==> config.mk <==
export PLATFORM = sky130hd
export DESIGN_NAME = sorted_list_insert_remove
export DESIGN_NICKNAME = d
export VERILOG_FILES = /design/src/rtl/slir_pkg.sv /design/src/rtl/slir_cell.sv /design/src/rtl/sorted_list_insert_remove.sv
export VERILOG_INCLUDE_DIRS = /design/src /design/src/rtl
export SDC_FILE = /design/constraint.sdc
export NUM_CORES = 2
export LEC_CHECK = 0
export BUFFER_PORTS_ARGS = -buffer_cell sky130_fd_sc_hd__buf_2
export CORE_MARGIN = 2
export CORE_UTILIZATION = 35
export CTS_BUF_LIST = sky130_fd_sc_hd__clkbuf_16
export DETAILED_ROUTE_END_ITERATION = 12
export RECOVER_POWER = 100
export SLEW_MARGIN = 20
export SYNTH_ARGS = -nofsm -noshare
export SYNTH_HDL_FRONTEND = slang
export SYNTH_SLANG_ARGS = --single-unit
==> constraint.sdc <==
create_clock -name clk -period 3.4 [get_ports clk]
set_input_delay 0.34 -clock clk [delete_from_list [all_inputs] [get_ports clk]]
set_output_delay 0.34 -clock clk [all_outputs]
set_load 0.01 [all_outputs]
==> src/rtl/assert_macros.svh <==
// assertion helpers shared by the rtl
`ifndef ASSERT_MACROS_SVH
`define ASSERT_MACROS_SVH

// invariant checked at every clock edge out of reset
`define CHK_ALWAYS(label, expr, msg) \
  label: assert property (@(posedge clk) disable iff (!rst_n) (expr)) else $error(msg);

// same-cycle implication
`define CHK_IMPLY(label, ante, cons, msg) \
  label: assert property (@(posedge clk) disable iff (!rst_n) (ante) |-> (cons)) \
    else $error(msg);

// next-cycle implication
`define CHK_NEXT(label, ante, cons, msg) \
  label: assert property (@(posedge clk) disable iff (!rst_n) (ante) |=> (cons)) \
    else $error(msg);

`endif

==> src/rtl/slir_pkg.sv <==
package slir_pkg;

  localparam int VAL_W = 32;
  localparam int CNT_W = 5;

  localparam logic ACT_INSERT = 1'b0;
  localparam logic ACT_REMOVE = 1'b1;

  typedef struct packed {
    logic                    action;
    logic signed [VAL_W-1:0] value;
  } in_t;

  typedef struct packed {
    logic             ok;
    logic [CNT_W-1:0] count;
    logic             is_empty;
    logic             is_full;
  } out_t;

  typedef struct packed {
    logic eval;
    logic action;
    logic do_ins;
    logic do_rem;
  } cell_ctl_t;

endpackage

==> src/rtl/slir_cell.sv <==
module slir_cell (
  input  logic                             clk,
  input  slir_pkg::cell_ctl_t              ctl,
  input  logic signed [slir_pkg::VAL_W-1:0] key,
  input  logic                             occ,
  input  logic                             left_sh,
  input  logic signed [slir_pkg::VAL_W-1:0] left_val,
  input  logic signed [slir_pkg::VAL_W-1:0] right_val,
  output logic                             sh,
  output logic                             hit,
  output logic signed [slir_pkg::VAL_W-1:0] val
);
  import slir_pkg::*;

  logic signed [VAL_W-1:0] val_r, val_nxt;
  logic                    sh_r, sh_nxt;
  logic                    hit_r, hit_nxt;

  always_comb begin
    sh_nxt  = sh_r;
    hit_nxt = hit_r;
    val_nxt = val_r;
    if (ctl.eval) begin
      // cell sits at or past the insert / remove position
      if (ctl.action == ACT_REMOVE) begin
        sh_nxt = !occ || (val_r >= key);
      end else begin
        sh_nxt = !occ || (val_r > key);
      end
      hit_nxt = occ && (val_r == key);
    end
    if (ctl.do_ins && sh_r) begin
      val_nxt = left_sh ? left_val : key;
    end else if (ctl.do_rem && sh_r) begin
      val_nxt = right_val;
    end
  end

  always_ff @(posedge clk) begin
    sh_r  <= sh_nxt;
    hit_r <= hit_nxt;
    val_r <= val_nxt;
  end

  assign sh  = sh_r;
  assign hit = hit_r;
  assign val = val_r;

endmodule

==> src/rtl/sorted_list_insert_remove.sv <==
// Sorted list of up to DEPTH signed 32-bit values held in a row of cells, one
// value per cell. Insert places the value after any equal entries and shifts
// larger ones up; it fails when the list is full. Remove takes out the first
// equal entry and shifts later ones down; it fails when the value is absent.
// Each beat gives one result with ok, count (modulo 32), is_empty and is_full.
// A beat is accepted only once the previous item has finished. An item goes
// through capture, a compare by every cell against it, an OR of the cell hit
// flags in groups of 16, and a shift of the row that registers the result. A
// new item is accepted while a finished result waits on the output; it then
// waits in the shift step, with the input stalled, until that result is taken.
module sorted_list_insert_remove #(
  parameter int DEPTH = 16
) (
  input  logic           clk,
  input  logic           rst_n,
  input  logic           in_valid,
  output logic           in_stall,
  input  slir_pkg::in_t  in_data,
  output logic           out_valid,
  input  logic           out_stall,
  output slir_pkg::out_t out_data
);
  import slir_pkg::*;

  localparam int UW   = $clog2(DEPTH + 1);
  localparam int GRP  = 16;
  localparam int NGRP = (DEPTH + GRP - 1) / GRP;

  typedef enum logic [1:0] {S_IDLE, S_EVAL, S_REDUCE, S_APPLY} state_t;

  state_t                  state_r;
  logic [UW-1:0]           used_r;
  logic                    out_valid_r;
  out_t                    out_r;
  logic                    act_r;
  logic signed [VAL_W-1:0] key_r;
  logic [NGRP-1:0]         grp_r;

  logic [DEPTH-1:0]            occ;
  logic [DEPTH-1:0]            sh;
  logic [DEPTH-1:0]            hit;
  logic signed [VAL_W-1:0]     val [DEPTH];
  logic [NGRP*GRP-1:0]         hit_pad;
  logic                        full, found, ins_ok, rem_ok, commit;
  logic [UW-1:0]               used_nxt;
  cell_ctl_t                   ctl;

  assign full   = (used_r == UW'(DEPTH));
  assign found  = |grp_r;
  assign ins_ok = (act_r == ACT_INSERT) && !full;
  assign rem_ok = (act_r == ACT_REMOVE) && found;
  assign commit = (state_r == S_APPLY) && (!out_valid_r || !out_stall);

  always_comb begin
    if (ins_ok) begin
      used_nxt = used_r + UW'(1);
    end else if (rem_ok) begin
      used_nxt = used_r - UW'(1);
    end else begin
      used_nxt = used_r;
    end
  end

  assign ctl.eval   = (state_r == S_EVAL);
  assign ctl.action = act_r;
  assign ctl.do_ins = commit && ins_ok;
  assign ctl.do_rem = commit && rem_ok;

  assign hit_pad = (NGRP*GRP)'(hit);

  for (genvar g = 0; g < DEPTH; g++) begin : g_cell
    logic                    lsh;
    logic signed [VAL_W-1:0] lval, rval;
    assign occ[g] = (UW'(g) < used_r);
    if (g == 0) begin : g_first
      assign lsh  = 1'b0;
      assign lval = key_r;
    end else begin : g_mid
      assign lsh  = sh[g-1];
      assign lval = val[g-1];
    end
    if (g == DEPTH - 1) begin : g_last
      assign rval = key_r;
    end else begin : g_inner
      assign rval = val[g+1];
    end
    slir_cell u_cell (
      .clk       (clk),
      .ctl       (ctl),
      .key       (key_r),
      .occ       (occ[g]),
      .left_sh   (lsh),
      .left_val  (lval),
      .right_val (rval),
      .sh        (sh[g]),
      .hit       (hit[g]),
      .val       (val[g])
    );
  end

  always_ff @(posedge clk) begin
    if (!rst_n) begin
      state_r     <= S_IDLE;
      used_r      <= '0;
      out_valid_r <= 1'b0;
    end else begin
      if (commit) begin
        out_valid_r <= 1'b1;
      end else if (out_valid_r && !out_stall) begin
        out_valid_r <= 1'b0;
      end
      unique case (state_r)
        S_IDLE: begin
          if (in_valid) begin
            act_r   <= in_data.action;
            key_r   <= in_data.value;
            state_r <= S_EVAL;
          end
        end
        S_EVAL: begin
          state_r <= S_REDUCE;
        end
        S_REDUCE: begin
          for (int j = 0; j < NGRP; j++) begin
            grp_r[j] <= |hit_pad[j*GRP +: GRP];
          end
          state_r <= S_APPLY;
        end
        S_APPLY: begin
          if (commit) begin
            used_r         <= used_nxt;
            out_r.ok       <= ins_ok || rem_ok;
            out_r.count    <= CNT_W'(used_nxt);
            out_r.is_empty <= (used_nxt == '0);
            out_r.is_full  <= (used_nxt == UW'(DEPTH));
            state_r        <= S_IDLE;
          end
        end
        default: state_r <= S_IDLE;
      endcase
    end
  end

  assign in_stall  = (state_r != S_IDLE);
  assign out_valid = out_valid_r;
  assign out_data  = out_r;

`include "assert_macros.svh"

  `CHK_ALWAYS(a_used_range, used_r <= UW'(DEPTH), "entry count beyond depth")
  `CHK_IMPLY(a_out_count, out_valid_r, out_r.count == CNT_W'(used_r), "result count stale")
  `CHK_NEXT(a_accept_eval, in_valid && !in_stall, state_r == S_EVAL, "beat not evaluated")
  `CHK_IMPLY(a_commit_ok, commit && (act_r == ACT_INSERT) && full, !ins_ok, "insert when full")

endmodule

Word level (Yosys, flattened, before mapping)
Cells that the tools add are included.

Input bits: 37. Flip-flop bits (word level): 594. Logic and storage cells: 335. Output and inout port bits: 10.

Bitwise gates (word level): 1. $lt $le $gt $ge: 48. Reductions and logical operators: 133. Mux-type cells: 70. Eq/ne operators: 23. Add/subtract/negate cells: 2.

Operators by type and width (number): 32-bit two-way mux (47); 32-bit equality test (16); 32-bit >= comparator (16); 32-bit greater-than comparator (16); 1-bit logical AND (54); 4-bit by 5-bit < comparator with 1-bit output (first input constant) (8); 2-bit nonzero test (18); 1-bit logical OR (34); 3-bit by 5-bit < comparator with 1-bit output (first input constant) (4); 1-bit logical NOT (19); 1-bit two-way mux (18); 16-bit OR reduction (1); 5-bit equality test (second input constant) (2); 1-bit by 5-bit < comparator with 1-bit output (first input constant) (2); 2-bit by 5-bit < comparator with 1-bit output (first input constant) (2); 5-bit two-way mux (2); 2-bit one-hot mux with 4 select lines (1); 2-bit AND reduction (3); 3-bit AND reduction (2); 5-bit by 1-bit adder with 5-bit output (second input constant) (1); 5-bit logical NOT (1); 5-bit by 1-bit subtractor with 5-bit output (second input constant) (1); 2-bit equality test (second input constant) (2); 2-bit two-way mux (2); 4 further kinds (5).

Depth between registers and ports, before layout
Word-level depth: 7. Gate-level depth with buffers: 11. Mapped depth without buffers: 9.

Cells and area by module
Synthesis repeated with hierarchy kept, for this count alone.

Cell total of the unflattened synthesis: 4257. Area total of the unflattened synthesis: 42452.0 sq um.

Modules (own cells, without submodules): slir_cell (cells each 256, area each 2514.9 sq um, seq. area each 1021.0 sq um, instances 16); sorted_list_insert_remove (cells each 161, area each 2213.4 sq um, seq. area each 1421.4 sq um, instances 1).

Worst setup path after synthesis
No wires, ideal clock.

Path type: register -> register. From: reg key_r[5] (netlist: g_cell[0].lval[5]). To: reg g_cell[4].u_cell.sh_r (data pin). Library setup time: 0.259 ns. Buffers on the path: 2. Cell stages (with the launch flop): 12. Setup slack: 0.433 ns. Data arrival time: 2.708 ns. Required time: 3.141 ns. Period minus slack after synthesis: 2.967 ns. Path through: edfxtp_1 clkbuf_1 clkbuf_1 inv_1 ha_1 a21o_1 a21o_1 a21o_1 a2111o_1 a21oi_1 mux2i_1 o21ai_1.

Cells in the longest elaborated chain, start to end: 3. Elaborated cells between the ends (all ways): 5. Those cells by class: 2 x order compare; 1 x mux; 2 x reduce/logical.

Ends and longest elaborated chain: start, declared (RTL line sorted_list_insert_remove.sv:36) `logic signed [VAL_W-1:0] key_r;`; start signal, assigned (RTL line sorted_list_insert_remove.sv:116) `key_r <= in_data.value;`; 32-bit greater-than comparator / 32-bit >= comparator (equally long branches) (RTL line slir_cell.sv:28, slir_cell.sv:26); 1-bit logical OR, on equally long branches (RTL line slir_cell.sv:28, slir_cell.sv:26); 1-bit two-way mux (*) (RTL line slir_cell.sv:25) `if (ctl.action == ACT_REMOVE) begin`; end signal, assigned (RTL line slir_cell.sv:40) `sh_r <= sh_nxt;`; end, declared (RTL line slir_cell.sv:16) `logic sh_r, sh_nxt;`.

Mark *: on every way between the ends. The rest lies on a longest branch, timed or not. A chain may end at the register's enable or synchronous reset.

Final worst setup path
From: reg used_r[1]. To: reg g_cell[2].u_cell.val_r[2], enable pin.

Cells in the longest elaborated chain, start to end: 6.

Ends and longest elaborated chain: start, declared (RTL line sorted_list_insert_remove.sv:32) `logic [UW-1:0] used_r;`; start signal, assigned (RTL line sorted_list_insert_remove.sv:131) `used_r <= used_nxt;`; 5-bit equality test (RTL line sorted_list_insert_remove.sv:48) `assign full = (used_r == UW'(DEPTH));`; 1-bit logical NOT (RTL line sorted_list_insert_remove.sv:50) `assign ins_ok = (act_r == ACT_INSERT) && !full;`; 1-bit logical AND (RTL line sorted_list_insert_remove.sv:50); 1-bit logical AND (RTL line sorted_list_insert_remove.sv:66) `assign ctl.do_ins = commit && ins_ok;`; 1-bit logical AND (RTL line slir_cell.sv:32) `if (ctl.do_ins && sh_r) begin`; 2-bit nonzero test (no line); end signal, assigned (RTL line slir_cell.sv:42) `val_r <= val_nxt;`; end, declared (RTL line slir_cell.sv:15) `logic signed [VAL_W-1:0] val_r, val_nxt;`.

No other way between the ends.

==> impl_metrics.prom <==
# TYPE chip_impl_metric gauge
chip_impl_info{name="run_status",value="complete, but fails checks"} 1
chip_impl_info{name="violations",value="max-capacitance violations, max-slew violations"} 1
chip_impl_metric{name="synth.lib_cells_used.distinct",unit=""} 58
chip_impl_metric{name="dpl_worst_slack",unit="ns"} 0.281
chip_impl_metric{name="drt_iter0_markers",unit=""} 2499
chip_impl_info{name="highest-signal-layer",value="met5"} 1
chip_impl_metric{name="drt_wl_total",unit="mm"} 116
chip_impl_info{name="end_kind",value="flip-flop"} 1
chip_impl_metric{name="via_count",unit=""} 30309
chip_impl_metric{name="initial_antenna_violation_count",unit=""} 5
chip_impl_metric{name="synth-edff-count",unit=""} 586
chip_impl_metric{name="vias_per_cell",unit=""} 5.58
chip_impl_metric{name="grtUsageTotal",unit="%"} 19.4
chip_impl_info{name="critical_path.startpoint_type",value="flip-flop"} 1
chip_impl_metric{name="ys_seq_elements",unit=""} 594
chip_impl_metric{name="synth_top_cell_area_share",unit="%"} 43.7
chip_impl_metric{name="syn_to_final_growth",unit="%"} 12.2
chip_impl_metric{name="numClockSinks",unit=""} 594
chip_impl_metric{name="timing.clock.skew",unit="ns"} 0.0110
chip_impl_metric{name="maxCapViolations",unit=""} 2
chip_impl_metric{name="met3WireLength",unit="mm"} 6.65
chip_impl_metric{name="met2WireLength",unit="mm"} 52.5
chip_impl_metric{name="gp_congestion",unit=""} 0.904
chip_impl_metric{name="max_freq",unit="GHz"} 0.308
chip_impl_metric{name="grt_first_pass_wirelength",unit="mm"} 178
chip_impl_metric{name="post_synth.cell_area_avg",unit="um^2"} 10.7
chip_impl_metric{name="min_period",unit="ns"} 3.24
chip_impl_metric{name="later_pin_clock_latency_in_the_skew_report",unit="ns"} 0.63
chip_impl_metric{name="drc",unit=""} 0
chip_impl_metric{name="numPlacedInstances",unit=""} 5276
chip_impl_metric{name="htree_levels",unit=""} 3
chip_impl_metric{name="seq_area_frac_synth",unit="%"} 44.1
chip_impl_metric{name="finalSetupTns",unit="ns"} 0
chip_impl_metric{name="max-clock-path-buffers",unit=""} 3
chip_impl_metric{name="tcrit_tclk_final",unit="%"} 95.4
chip_impl_metric{name="port_buffers",unit=""} 46
chip_impl_metric{name="slew_violations",unit=""} 48
chip_impl_info{name="cpMaxStageDelayCell",value="sky130_fd_sc_hd__dfxtp_1"} 1
chip_impl_metric{name="timing.final.setup_violations",unit=""} 0
chip_impl_metric{name="layout.cells.non_filler",unit=""} 5431
chip_impl_metric{name="postCtsSetupBuffers",unit=""} 0
chip_impl_metric{name="setup_slack",unit="ns"} 0.157
chip_impl_metric{name="timing.slew.headroom",unit="%"} -55.5
chip_impl_metric{name="fillerInstances",unit=""} 11170
chip_impl_metric{name="grt.overflow.total",unit=""} 0
chip_impl_metric{name="average_wire_per_standard_cell",unit="um"} 21.4
chip_impl_metric{name="hpwl",unit="mm"} 89.6
chip_impl_metric{name="number_of_buffers_created_by_cts",unit=""} 70
chip_impl_info{name="synth_top_flop_cell",value="sky130_fd_sc_hd__edfxtp_1"} 1
chip_impl_metric{name="grt_pass1_vias",unit=""} 30265
chip_impl_metric{name="finish.net_count",unit=""} 4426
chip_impl_metric{name="path_clk_slew",unit="ns"} 0.06
chip_impl_metric{name="die_width",unit="um"} 343
chip_impl_metric{name="synth_nets",unit=""} 4319
chip_impl_metric{name="dieArea",unit="um^2"} 118000
chip_impl_metric{name="drt-pass1-iter-count",unit=""} 6
chip_impl_info{name="cell_types_with_the_highest_counts_after_synthesis",value="649 x sky130_fd_sc_hd__a21oi_1, 586 x sky130_fd_sc_hd__edfxtp_1, 519 x sky130_fd_sc_hd__ha_1"} 1
chip_impl_metric{name="critPathMaxFanout",unit=""} 20
chip_impl_info{name="root_buffer",value="sky130_fd_sc_hd__clkbuf_16"} 1
chip_impl_metric{name="syn-instance-count",unit=""} 3763
chip_impl_metric{name="worst_ep_required_time",unit="ns"} 3.65
chip_impl_info{name="tritoncts_clock_tree",value="done"} 1
chip_impl_metric{name="ys_warn_count",unit=""} 0
chip_impl_info{name="cpLargestDelayFamily",value="buffers and inverters"} 1
chip_impl_metric{name="holdWs",unit="ns"} 0.129
chip_impl_metric{name="timing.critical_path.buf_inv",unit=""} 3
chip_impl_info{name="synthDominantAreaCellType",value="sky130_fd_sc_hd__edfxtp_1"} 1
chip_impl_info{name="synth_area_leaders",value="sky130_fd_sc_hd__edfxtp_1 44%, sky130_fd_sc_hd__ha_1 16%, sky130_fd_sc_hd__mux2i_1 11%"} 1
chip_impl_info{name="cp_cell_sequence",value="inv_1 > ha_1 > nand3_1 > mux2i_1 > nor2b_1 > buf_12 > and2_0 > buf_2"} 1
chip_impl_metric{name="drive_above_1_share",unit="%"} 9.52
chip_impl_metric{name="powerDensity",unit="nW/um^2"} 538
chip_impl_metric{name="postLayoutCoreUtil",unit="%"} 39.5
chip_impl_metric{name="vdd_drop_max",unit="V"} 0.000373
chip_impl_metric{name="p_leak",unit="uW"} 0.0199
chip_impl_metric{name="cp_slowest_stage_delay",unit="ns"} 0.60
chip_impl_info{name="post-synth-top-count-cell",value="sky130_fd_sc_hd__a21oi_1"} 1
chip_impl_metric{name="maximum_number_of_pins_on_one_net_before_global_route_repair",unit=""} 65
chip_impl_metric{name="core_area",unit="um^2"} 114000
chip_impl_metric{name="initial_core_util",unit="%"} 35.3
chip_impl_metric{name="fp-row-count",unit=""} 124
chip_impl_metric{name="num_ports",unit=""} 47
chip_impl_metric{name="detail-route-antenna-nets",unit=""} 0
chip_impl_info{name="timing.setup.critical_path_class",value="reg -> reg"} 1
chip_impl_metric{name="final_hold_violations",unit=""} 0
chip_impl_metric{name="synthArstFlopShare",unit="%"} 0
chip_impl_metric{name="floorplan_die_height",unit="um"} 343
chip_impl_info{name="hold_class",value="in -> reg"} 1
chip_impl_metric{name="transition_time_at_the_pin_with_the_least_slew_margin",unit="ns"} 2.33
chip_impl_metric{name="post_synth_instance_area",unit="um^2"} 40300
chip_impl_metric{name="cp_data_arrival_time",unit="ns"} 3.49
chip_impl_metric{name="detail_route.wirelength.met1",unit="mm"} 54.5
## final cells by class
| cell class | instances | area, um^2 | area share, % |
|---|---|---|---|
| antenna | 2 | 5.00 | 0.0111 |
| clock buffer | 71 | 1780 | 3.93 |
| timing repair buffer | 271 | 1880 | 4.17 |
| clock inverter | 48 | 385 | 0.853 |
| inverter | 64 | 251 | 0.557 |
| tap | 1512 | 1890 | 4.19 |
| sequential | 594 | 17800 | 39.3 |
| multi-input combinational | 2869 | 21200 | 47.0 |
## worst reg2reg max path: stages, from the launching register on
cell and delay, ns:
sky130_fd_sc_hd__dfxtp_1 0.60, sky130_fd_sc_hd__inv_1 0.22, sky130_fd_sc_hd__ha_1 0.30, sky130_fd_sc_hd__nand3_1 0.12, sky130_fd_sc_hd__mux2i_1 0.29, sky130_fd_sc_hd__nor2b_1 0.42
sky130_fd_sc_hd__buf_12 0.21, sky130_fd_sc_hd__and2_0 0.18, sky130_fd_sc_hd__buf_2 0.51
## cells in the final DEF, fill, tap and decap left out, types with 10 or more instances in the layout
cell type / count
sky130_fd_sc_hd__a2111oi_0: 12
sky130_fd_sc_hd__a211oi_1: 27
sky130_fd_sc_hd__a21boi_0: 12
sky130_fd_sc_hd__a21o_1: 60
sky130_fd_sc_hd__a21oi_1: 649
sky130_fd_sc_hd__and2_0: 12
sky130_fd_sc_hd__and3_1: 10
sky130_fd_sc_hd__and3_2: 14
sky130_fd_sc_hd__buf_2: 20
sky130_fd_sc_hd__buf_4: 127
sky130_fd_sc_hd__clkbuf_1: 44
sky130_fd_sc_hd__clkbuf_16: 71
sky130_fd_sc_hd__clkbuf_2: 29
sky130_fd_sc_hd__clkbuf_4: 13
sky130_fd_sc_hd__clkinv_1: 15
sky130_fd_sc_hd__dlygate4sd3_1: 34
sky130_fd_sc_hd__edfxtp_1: 586
sky130_fd_sc_hd__ha_1: 519
sky130_fd_sc_hd__inv_1: 77
sky130_fd_sc_hd__mux2_2: 62
sky130_fd_sc_hd__mux2i_1: 459
sky130_fd_sc_hd__nand2_1: 77
sky130_fd_sc_hd__nand3_1: 35
sky130_fd_sc_hd__nand4_1: 125
sky130_fd_sc_hd__nor2_1: 518
sky130_fd_sc_hd__nor2b_1: 42
sky130_fd_sc_hd__nor3_1: 18
sky130_fd_sc_hd__nor4_1: 31
sky130_fd_sc_hd__o211ai_1: 20
sky130_fd_sc_hd__o21ai_0: 66
## cells by family after synthesis
group / after synthesis / share of synthesized area, %
muxes: 521 / 13.2
AOI/OAI and AO/OA: 893 / 12.5
and+or+nand+nor: 930 / 10.8
buffers and inverters: 300 / 3.24
adders and majority gates: 519 / 16.1
DFF: 594 / 44.1
xor gates and xnor gates: 6 / 0.131
## through the flow
stage / total power (uW) / instance area (um^2)
after global routing: 25600 / 45200
after floorplan: 14500 / 40300
after global placement: 16800 / 43000
after detailed placement: 17000 / 43000
after CTS: 24500 / 45500
final: 24300 / 45200
## state kept, by name, summed over array words and instances (netlist names)
register,count
act_r,1
out_data,8
state_r,2
g_cell.u_cell.val,512
g_cell.u_cell.sh,16
out_valid,1
g_cell.lval,32
g_cell.u_cell.hit,16
used_r,5
found,1
## timing repair
action                                  4_1_cts  5_1_grt
hold buffers                                 34        0
hold endpoints to repair                     34        0
gates resized for setup                       0        6
endpoints found under the setup margin        0        3
## worst paths after layout
check / end / startpoint / slack, ns / cells after the start
setup reg to reg: g_cell[2].u_cell.val[2] / used_r[1] / 0.16 / 8
setup / recovery: g_cell[2].u_cell.val[2] / used_r[1] / 0.16 / 8
hold / removal: state_r[0] / rst_n / 0.13 / 3
hold reg to reg: state_r[0] / state_r[0] / 0.54 / 2
## per-layer routing
layer	vias to the layer above	GRT usage, %
met1	14869	27.9
met3	156	2.58
li1	14516	-
met2	766	30.7
met5	-	0
met4	2	4.94
## where the power goes
part / switching (uW) / leakage, uW / internal [uW] / total, uW
clock network: 3160 / 0.00112 / 4290 / 7450
registers: 667 / 0.00533 / 9380 / 10000
logic: 4290 / 0.0134 / 2500 / 6790
total: 8110 / 0.0199 / 16200 / 24300
Note: power is estimated with default switching activity, not from simulation.
